**config.mk**
```make
export PLATFORM = sky130hd
export DESIGN_NAME = touch_debounce_event_queue
export DESIGN_NICKNAME = d
export VERILOG_FILES = /design/src/tdeq_pkg.sv /design/src/tdeq_map.sv /design/src/touch_debounce_event_queue.sv
export SDC_FILE = /design/constraint.sdc
export NUM_CORES = 1
export LEC_CHECK = 0
export BUFFER_PORTS_ARGS = -buffer_cell sky130_fd_sc_hd__buf_2
export CAP_MARGIN = 20
export CORE_MARGIN = 4
export CORE_UTILIZATION = 35
export CTS_CLUSTER_SIZE = 28
export DETAILED_ROUTE_END_ITERATION = 10
export GPL_TIMING_DRIVEN = 0
export PLACE_DENSITY = 0.62
export REMOVE_ABC_BUFFERS = 1
export SLEW_MARGIN = 10
export SYNTH_ARGS = -nofsm -noshare
export SYNTH_HDL_FRONTEND = slang
export SYNTH_SLANG_ARGS = --single-unit
export TNS_END_PERCENT = 20
```
**constraint.sdc**
```tcl
create_clock -name clk -period 16.4 [get_ports clk]
set_clock_uncertainty 0.1 [all_clocks]
set_input_delay 1.64 -clock clk [delete_from_list [all_inputs] [get_ports clk]]
set_output_delay 1.64 -clock clk [all_outputs]
set_load 0.1 [all_outputs]
```
**src/tdeq_pkg.sv**
```systemverilog
`timescale 1ns / 1ps
`default_nettype none
// ----------------------------------------------------------------------------
// tdeq_pkg: shared types and constants for the touch debounce event queue
// Holds the configuration register set, register indexes, rotation codes
// and the reset defaults used by the top level and the coordinate mapper.
// ----------------------------------------------------------------------------
package tdeq_pkg;

  // Default sizing handed to the top level parameters
  localparam int DEF_QUEUE_DEPTH = 16;
  localparam int DEF_COORD_BITS  = 10;

  // Field widths fixed by the register map
  localparam int CFG_BITS  = 11;
  localparam int ROT_BITS  = 2;
  localparam int REL_BITS  = 4;
  localparam int IDX_BITS  = 3;

  // Register indexes of the configuration port
  typedef enum logic [IDX_BITS-1:0] {
    REG_ROTATION      = 3'd0,
    REG_RELEASE_COUNT = 3'd1,
    REG_NATIVE_WIDTH  = 3'd2,
    REG_NATIVE_HEIGHT = 3'd3,
    REG_SCREEN_WIDTH  = 3'd4,
    REG_SCREEN_HEIGHT = 3'd5
  } reg_idx_t;

  // Rotation modes from panel to screen
  typedef enum logic [ROT_BITS-1:0] {
    ROT_NONE = 2'd0,
    ROT_90   = 2'd1,
    ROT_180  = 2'd2,
    ROT_270  = 2'd3
  } rot_t;

  // Reset values of the registers
  localparam rot_t               RST_ROTATION      = ROT_90;
  localparam logic [REL_BITS-1:0] RST_RELEASE_COUNT = 4'd2;
  localparam logic [CFG_BITS-1:0] RST_NATIVE_WIDTH  = 11'd320;
  localparam logic [CFG_BITS-1:0] RST_NATIVE_HEIGHT = 11'd480;
  localparam logic [CFG_BITS-1:0] RST_SCREEN_WIDTH  = 11'd480;
  localparam logic [CFG_BITS-1:0] RST_SCREEN_HEIGHT = 11'd320;

  // Configuration register set
  typedef struct packed {
    rot_t                rotation;
    logic [REL_BITS-1:0] release_count;
    logic [CFG_BITS-1:0] native_width;
    logic [CFG_BITS-1:0] native_height;
    logic [CFG_BITS-1:0] screen_width;
    logic [CFG_BITS-1:0] screen_height;
  } cfg_t;

endpackage : tdeq_pkg
`default_nettype wire

```
**src/tdeq_map.sv**
```systemverilog
`timescale 1ns / 1ps
`default_nettype none
// ----------------------------------------------------------------------------
// tdeq_map: panel to screen coordinate mapper
// Rotates a raw panel point by the configured mode and clamps the result
// to the screen, saturating at the largest coordinate code.
// ----------------------------------------------------------------------------
module tdeq_map #(
  parameter int COORD_BITS = tdeq_pkg::DEF_COORD_BITS
) (
  input  tdeq_pkg::cfg_t         cfg,
  input  logic [COORD_BITS-1:0]  raw_x,
  input  logic [COORD_BITS-1:0]  raw_y,
  output logic [COORD_BITS-1:0]  map_x,
  output logic [COORD_BITS-1:0]  map_y
);
  import tdeq_pkg::*;

  localparam int WB = (COORD_BITS > CFG_BITS) ? COORD_BITS : CFG_BITS;
  localparam int SW = WB + 2;
  localparam logic signed [SW-1:0] ONE_S  = SW'(1);
  localparam logic        [SW-1:0] MASK_E = SW'((64'd1 << COORD_BITS) - 64'd1);

  logic signed [SW-1:0] rx_s, ry_s, nw_m1, nh_m1, mx, my;
  logic        [SW-1:0] top_x, top_y;

  // Clamp bound: size minus one, zero for size zero, capped at the code range
  function automatic logic [SW-1:0] bound(input logic [CFG_BITS-1:0] size);
    logic [SW-1:0] t;
    t = (size == '0) ? '0 : (SW'(size) - SW'(1));
    if (t > MASK_E) t = MASK_E;
    return t;
  endfunction

  // Clamp a signed mapped value into [0, top]
  function automatic logic [COORD_BITS-1:0] limit(input logic signed [SW-1:0] v,
                                                  input logic [SW-1:0] top);
    logic [COORD_BITS-1:0] r;
    if (v < 0) r = '0;
    else if ($unsigned(v) > top) r = top[COORD_BITS-1:0];
    else r = v[COORD_BITS-1:0];
    return r;
  endfunction

  // Rotate in a signed intermediate wide enough for both operands
  always_comb begin
    rx_s  = $signed({{(SW-COORD_BITS){1'b0}}, raw_x});
    ry_s  = $signed({{(SW-COORD_BITS){1'b0}}, raw_y});
    nw_m1 = $signed({{(SW-CFG_BITS){1'b0}}, cfg.native_width}) - ONE_S;
    nh_m1 = $signed({{(SW-CFG_BITS){1'b0}}, cfg.native_height}) - ONE_S;
    case (cfg.rotation)
      ROT_90: begin
        mx = ry_s;
        my = nw_m1 - rx_s;
      end
      ROT_180: begin
        mx = nw_m1 - rx_s;
        my = nh_m1 - ry_s;
      end
      ROT_270: begin
        mx = nh_m1 - ry_s;
        my = rx_s;
      end
      default: begin
        mx = rx_s;
        my = ry_s;
      end
    endcase
    top_x = bound(cfg.screen_width);
    top_y = bound(cfg.screen_height);
    map_x = limit(mx, top_x);
    map_y = limit(my, top_y);
  end

endmodule : tdeq_map
`default_nettype wire

```
**src/touch_debounce_event_queue.sv**
```systemverilog
`timescale 1ns / 1ps
`default_nettype none
// ----------------------------------------------------------------------------
// touch_debounce_event_queue: touch release debounce with event FIFO
// Debounces touch samples, queues press and release events and serves
// read requests from the oldest event or from the held sample.
// ----------------------------------------------------------------------------
// One item is accepted per clock unless a pending read is held up by a stalled
// result channel. A sample item (in_tuser = 0) is mapped, debounced and may push
// an event within its accept cycle and yields no result. A read item (in_tuser = 1)
// yields one result: the event queue is a memory with a registered read port, so
// the popped entry lands in a read register before the output register. Reads can
// follow each other in every cycle while the result channel does not stall. The
// queue keeps QUEUE_DEPTH events and drops the oldest when a new event arrives
// while it is full. The configuration port is always ready; write it only while idle.
module touch_debounce_event_queue #(
  parameter int QUEUE_DEPTH = tdeq_pkg::DEF_QUEUE_DEPTH,
  parameter int COORD_BITS  = tdeq_pkg::DEF_COORD_BITS
) (
  input  logic                                  clk,
  input  logic                                  rst_n,
  // Configuration write channel
  input  logic                                  cfg_valid,
  output logic                                  cfg_ready,
  input  logic [tdeq_pkg::IDX_BITS-1:0]         cfg_index,
  input  logic [tdeq_pkg::CFG_BITS-1:0]         cfg_data,
  // Input item channel
  input  logic                                  in_tvalid,
  output logic                                  in_tready,
  // tdata fields from bit 0: touch_valid, raw_x, raw_y, zero fill
  input  logic [((2*COORD_BITS+1+7)/8)*8-1:0]   in_tdata,
  // tuser fields from bit 0: action (0 sample, 1 read)
  input  logic                                  in_tuser,
  // Result channel
  output logic                                  out_tvalid,
  input  logic                                  out_tready,
  // tdata fields from bit 0: point_x, point_y, is_pressed, events_left, zero fill
  output logic [((2*COORD_BITS+2+7)/8)*8-1:0]   out_tdata
);
  import tdeq_pkg::*;

  localparam int OUT_W = ((2*COORD_BITS+2+7)/8)*8;
  localparam int PW    = (QUEUE_DEPTH > 1) ? $clog2(QUEUE_DEPTH) : 1;
  localparam int FW    = $clog2(QUEUE_DEPTH + 1);
  localparam int EW    = 2*COORD_BITS + 1;
  localparam logic [PW-1:0] PTR_LAST = PW'(QUEUE_DEPTH - 1);
  localparam logic [FW-1:0] FILL_MAX = FW'(QUEUE_DEPTH);

  cfg_t cfg_r;

  logic [COORD_BITS-1:0] held_x_r, held_y_r;
  logic                  held_pressed_r;
  logic [REL_BITS-1:0]   miss_streak_r;
  logic [PW-1:0]         read_ptr_r, write_ptr_r;
  logic [FW-1:0]         fill_level_r;

  logic [COORD_BITS-1:0] held_x_nxt, held_y_nxt;
  logic                  held_pressed_nxt;
  logic [REL_BITS-1:0]   miss_streak_nxt;
  logic [PW-1:0]         read_ptr_nxt, write_ptr_nxt;
  logic [FW-1:0]         fill_level_nxt;

  logic [EW-1:0] event_mem [QUEUE_DEPTH];
  logic [EW-1:0] rd_q_r;

  logic                  s1_valid_r, s1_valid_nxt;
  logic                  s1_mem_r;
  logic [EW-1:0]         s1_held_r;
  logic                  s1_more_r;
  logic                  out_valid_r;
  logic [OUT_W-1:0]      out_data_r;

  logic                  in_acc, sample_acc, read_acc, adv;
  logic                  touch_valid;
  logic [COORD_BITS-1:0] raw_x, raw_y, map_x, map_y;
  logic                  push, pop, full;
  logic [EW-1:0]         push_data, res_entry;

  // Unpack the input item
  assign touch_valid = in_tdata[0];
  assign raw_x       = in_tdata[COORD_BITS:1];
  assign raw_y       = in_tdata[2*COORD_BITS:COORD_BITS+1];

  // Handshakes
  assign cfg_ready  = 1'b1;
  assign adv        = !out_valid_r || out_tready;
  assign in_tready  = !s1_valid_r || adv;
  assign in_acc     = in_tvalid && in_tready;
  assign sample_acc = in_acc && !in_tuser;
  assign read_acc   = in_acc && in_tuser;
  assign out_tvalid = out_valid_r;
  assign out_tdata  = out_data_r;

  // Write configuration registers
  always_ff @(posedge clk) begin
    if (!rst_n) begin
      cfg_r.rotation      <= RST_ROTATION;
      cfg_r.release_count <= RST_RELEASE_COUNT;
      cfg_r.native_width  <= RST_NATIVE_WIDTH;
      cfg_r.native_height <= RST_NATIVE_HEIGHT;
      cfg_r.screen_width  <= RST_SCREEN_WIDTH;
      cfg_r.screen_height <= RST_SCREEN_HEIGHT;
    end else if (cfg_valid && cfg_ready) begin
      case (reg_idx_t'(cfg_index))
        REG_ROTATION:      cfg_r.rotation      <= rot_t'(cfg_data[ROT_BITS-1:0]);
        REG_RELEASE_COUNT: cfg_r.release_count <= cfg_data[REL_BITS-1:0];
        REG_NATIVE_WIDTH:  cfg_r.native_width  <= cfg_data;
        REG_NATIVE_HEIGHT: cfg_r.native_height <= cfg_data;
        REG_SCREEN_WIDTH:  cfg_r.screen_width  <= cfg_data;
        REG_SCREEN_HEIGHT: cfg_r.screen_height <= cfg_data;
        default: ;
      endcase
    end
  end

  tdeq_map #(
    .COORD_BITS (COORD_BITS)
  ) u_map (
    .cfg   (cfg_r),
    .raw_x (raw_x),
    .raw_y (raw_y),
    .map_x (map_x),
    .map_y (map_y)
  );

  // Debounce the press state and update the queue pointers
  always_comb begin
    held_x_nxt       = held_x_r;
    held_y_nxt       = held_y_r;
    held_pressed_nxt = held_pressed_r;
    miss_streak_nxt  = miss_streak_r;
    full             = (fill_level_r == FILL_MAX);
    if (sample_acc) begin
      if (touch_valid) begin
        held_x_nxt       = map_x;
        held_y_nxt       = map_y;
        miss_streak_nxt  = '0;
        held_pressed_nxt = 1'b1;
      end else if (held_pressed_r && (miss_streak_r < cfg_r.release_count)) begin
        miss_streak_nxt  = miss_streak_r + 1'b1;
        held_pressed_nxt = 1'b1;
      end else begin
        held_pressed_nxt = 1'b0;
      end
    end
    push      = sample_acc && (held_pressed_nxt != held_pressed_r);
    pop       = read_acc && (fill_level_r != '0);
    push_data = {held_pressed_nxt, held_y_nxt, held_x_nxt};

    read_ptr_nxt   = read_ptr_r;
    write_ptr_nxt  = write_ptr_r;
    fill_level_nxt = fill_level_r;
    if (push) begin
      write_ptr_nxt = (write_ptr_r == PTR_LAST) ? '0 : write_ptr_r + 1'b1;
      if (full) read_ptr_nxt = (read_ptr_r == PTR_LAST) ? '0 : read_ptr_r + 1'b1;
      else fill_level_nxt = fill_level_r + 1'b1;
    end
    if (pop) begin
      read_ptr_nxt   = (read_ptr_r == PTR_LAST) ? '0 : read_ptr_r + 1'b1;
      fill_level_nxt = fill_level_r - 1'b1;
    end
    s1_valid_nxt = in_tready ? read_acc : s1_valid_r;
  end

  // Hold the debounce state and queue control
  always_ff @(posedge clk) begin
    if (!rst_n) begin
      held_x_r       <= '0;
      held_y_r       <= '0;
      held_pressed_r <= 1'b0;
      miss_streak_r  <= '0;
      read_ptr_r     <= '0;
      write_ptr_r    <= '0;
      fill_level_r   <= '0;
      s1_valid_r     <= 1'b0;
    end else begin
      held_x_r       <= held_x_nxt;
      held_y_r       <= held_y_nxt;
      held_pressed_r <= held_pressed_nxt;
      miss_streak_r  <= miss_streak_nxt;
      read_ptr_r     <= read_ptr_nxt;
      write_ptr_r    <= write_ptr_nxt;
      fill_level_r   <= fill_level_nxt;
      s1_valid_r     <= s1_valid_nxt;
    end
  end

  // Event memory: one write port, one registered read port
  always_ff @(posedge clk) begin
    if (push) event_mem[write_ptr_r] <= push_data;
    if (read_acc) rd_q_r <= event_mem[read_ptr_r];
  end

  // Per read: queue nonempty flag, held sample for an empty queue, events left
  always_ff @(posedge clk) begin
    if (read_acc) begin
      s1_mem_r  <= (fill_level_r != '0);
      s1_held_r <= {held_pressed_r, held_y_r, held_x_r};
      s1_more_r <= (fill_level_nxt != '0);
    end
  end

  // Advance the result into the output register
  assign res_entry = s1_mem_r ? rd_q_r : s1_held_r;

  always_ff @(posedge clk) begin
    if (!rst_n) begin
      out_valid_r <= 1'b0;
    end else if (adv) begin
      out_valid_r <= s1_valid_r;
    end
  end

  always_ff @(posedge clk) begin
    if (adv && s1_valid_r) begin
      out_data_r <= OUT_W'({s1_more_r, res_entry});
    end
  end

endmodule : touch_debounce_event_queue
`default_nettype wire

```
==> impl_metrics.json <==
{
  "outcome": "finished, final reports clean",
  "portBuffers": 64,
  "syn_area_um2": 22400,
  "crit_arrival_ns": 6.96,
  "min_delay_path_depth": 0,
  "dr_total_vias": 13880,
  "irDropWorstVdd_uv": 85.3,
  "r2r-start": "cfg_r[22]",
  "maxSlewHeadroom_pct": 30.1,
  "drtIter0Drc": 1164,
  "grt_usage_pct": 16.2,
  "synthTopCellsByArea": "edfxtp_1 (54%), mux4_2 (11%), dfxtp_1 (8.0%)",
  "yosys.area.top_type": "edfxtp_1",
  "synth_edf_count": 402,
  "ys_types": 78,
  "crit_end": "event_mem[13][15]",
  "syn2layout_area_growth_pct": 16.6,
  "clk_pin_slew_ns": 0.07,
  "utilization_pct": 41.3,
  "drv_cap": 0,
  "die_y_um": 261,
  "ys_warn_count": 0,
  "die-area_um2": 68100,
  "post-synth-top-count-cell": "edfxtp_1",
  "synthFlopType": "edfxtp_1",
  "leakagePower_nw": 8.88,
  "tightestPinTransition_ns": 1.03,
  "synthTopCellsByCount": "edfxtp_1 (402), nand2_1 (193), mux4_2 (109), nor2_1 (101), a21oi_1 (91)",
  "cts_made_buffers": 48,
  "critPathRequiredTime_ns": 16.50,
  "finalNonFillerCells": 2586,
  "worstRegToRegCells": 19,
  "cts_max_level": 2,
  "nets": 1807,
  "tns_ns": 0,
  "syn_avg_cell_area_um2": 13.9,
  "min_period_ns": 6.86,
  "worst_setup_path_end_kind": "flip-flop",
  "overflow": 0,
  "routedWlPerCell_um": 21.7,
  "cts_resized": 0,
  "finalSetupViolCount": 0,
  "cellPowerDensity_nw_per_um2": 110,
  "diodes": 0,
  "synthArstFlopShare_pct": 0,
  "path_class": "flip-flop to flip-flop",
  "antenna_found_initial": 0,
  "rsz0062_at_grt": "no",
  "drc": 0,
  "cts_tree": "built",
  "slew_violations": 0,
  "dp_hpwl_um": 39300,
  "vias_per_cell": 5.37,
  "wirelength_um": 56100,
  "grt_pass1_vias": 13718,
  "ios": 71,
  "hold_class": "flip-flop to flip-flop",
  "cts-hold-fix-buffers": 0,
  "r2r-end": "event_mem[13][15]",
  "yosysSeqAreaShare_pct": 61.9,
  "die_w_um": 261,
  "initial_core_util_pct": 35.4,
  "finalHoldViolCount": 0,
  "startpoint": "cfg_r[22]",
  "gp_congestion": 0.899,
  "grt_pass1_wl_um": 84200,
  "yosysTopAreaCellShare_pct": 53.9,
  "cp_max_fo": 18,
  "cts_setup_buffers": 0,
  "fmax_mhz": 146,
  "clockBufferDepth": 3,
  "first_pass_iters": 5,
  "drive_gt1_share_pct": 21.0,
  "fillerInstances": 5647,
  "clock_sinks": 492,
  "r2r_slack_ns": 9.54,
  "coreArea_um2": 63200,
  "ctsRootBufferMaster": "clkbuf_16",
  "dp_cells": 2493,
  "detail-route-antenna-nets": 0,
  "grt_max_degree": 49,
  "fp-row-count": 92,
  "period_share_pct": 41.8,
  "cp-start-kind": "flip-flop",
  "ys_ff_latch": 492,
  "synth_cells": 1613,
  "clock_latency_ns": 0.59,
  "hold_slack_ns": 0.330
}
==> per-layer routing <==
| metal | GRT usage (%) | routed length [um] | share of wire, % | vias to the layer above |
|---|---|---|---|---|
| met5 | 0 | 0 | 0 | - |
| met4 | 3.74 | 1090 | 1.9 | 0 |
| met3 | 2.01 | 3180 | 5.7 | 72 |
| met2 | 28.3 | 28100 | 50 | 426 |
| met1 | 21.9 | 23800 | 42 | 7019 |
| li1 | - | - | - | 6363 |
==> metrics by stage <==
stage               setup slack (ns)  cell area, um^2  power, W
floorplan                       9.70            22100   0.00166
detailed placement              9.09            24400   0.00176
global route                    9.02            26100   0.00299
finish                          9.54            26100   0.00287
global placement                7.97            23500   0.00176
CTS                             9.45            26100   0.00290
==> where the power goes <==
part           switching (W)  leakage [nW]  total [W]  internal (W)
clock               0.000471         0.787    0.00114      0.000667
combinational       0.000195          3.66   0.000335      0.000140
sequential         0.0000236          4.43    0.00140       0.00138
total               0.000689          8.88    0.00287       0.00218
==> critical path, cell delays in order, from the launching register on <==
cell       delay, ns
dfxtp_1         0.35
or4_1           0.57
or2_2           0.34
nor3_1          0.19
xor2_1          0.31
ha_1            0.38
nand4_1         0.16
a211oi_1        0.06
or3_1           0.45
o31ai_2         0.46
a21oi_4         0.11
inv_2           0.18
ha_1            0.28
a21oi_1         0.12
o21ai_0         0.13
a2111oi_0       0.54
a21oi_2         0.34
nor2b_1         0.23
o21ai_0         0.68
nand2_1         0.47
==> state kept, by name, indices dropped and copies added (netlist names), 5 cells and up <==
name / count
event_mem: 336
cfg_r: 50
out_tdata: 22
rd_q_r: 21
s1_held_r: 21
held_x_r: 10
held_y_r: 10
fill_level_r: 5
==> logic make-up (layout without fill, tap and decap cells) <==
group	after synthesis	in the layout	synth area share, %
flops	492	492	61.9
fa+ha+maj	63	63	3.59
mux	152	152	13.0
buf+inv	134	254	2.31
compound gates	255	255	7.65
other cells	2	9	0.0335
xor+xnor	38	38	1.49
simple gates	477	477	9.99
==> cell usage in the layout (no fill, tap or decap), drive strengths merged, types with 7 or more instances in the layout <==
master	count
edfxtp	402
nand2	193
mux4	109
buf	107
nor2	102
a21oi	92
dfxtp	90
clkbuf	66
ha	61
inv	58
o21ai	35
nand3	33
mux2	25
nor3	25
nand2b	24
xor2	22
mux2i	18
o31ai	18
xnor2	16
and2	16
nand4	15
clkinv	14
or3	13
a31oi	11
nor2b	10
a22o	10
nor4	10
a211oi	10
o21a	9
o211ai	9
conb	9
or4	9
a21o	8
bufinv	7
==> how the worst min path moves through the flow <==
| stage | start | end |
|---|---|---|
| finish | held_y_r[5] | s1_held_r[15] |
| floorplan | s1_more_r | out_tdata[21] |
| global route | held_y_r[7] | s1_held_r[17] |
| global placement | s1_more_r | out_tdata[21] |
| detailed placement | held_y_r[5] | s1_held_r[15] |
| CTS | held_y_r[5] | s1_held_r[15] |
==> area by class of cell <==
type	instances	area [um^2]	share of cell area [%]
inverters	57	216	0.829
clock inverters	24	355	1.36
multi-input cells	994	8200	31.4
clock buffers	66	1290	4.93
repair buffers	107	1110	4.26
well taps	846	1060	4.05
flip-flops and latches	492	13900	53.2
Note: power is estimated with default switching activity, not from simulation.
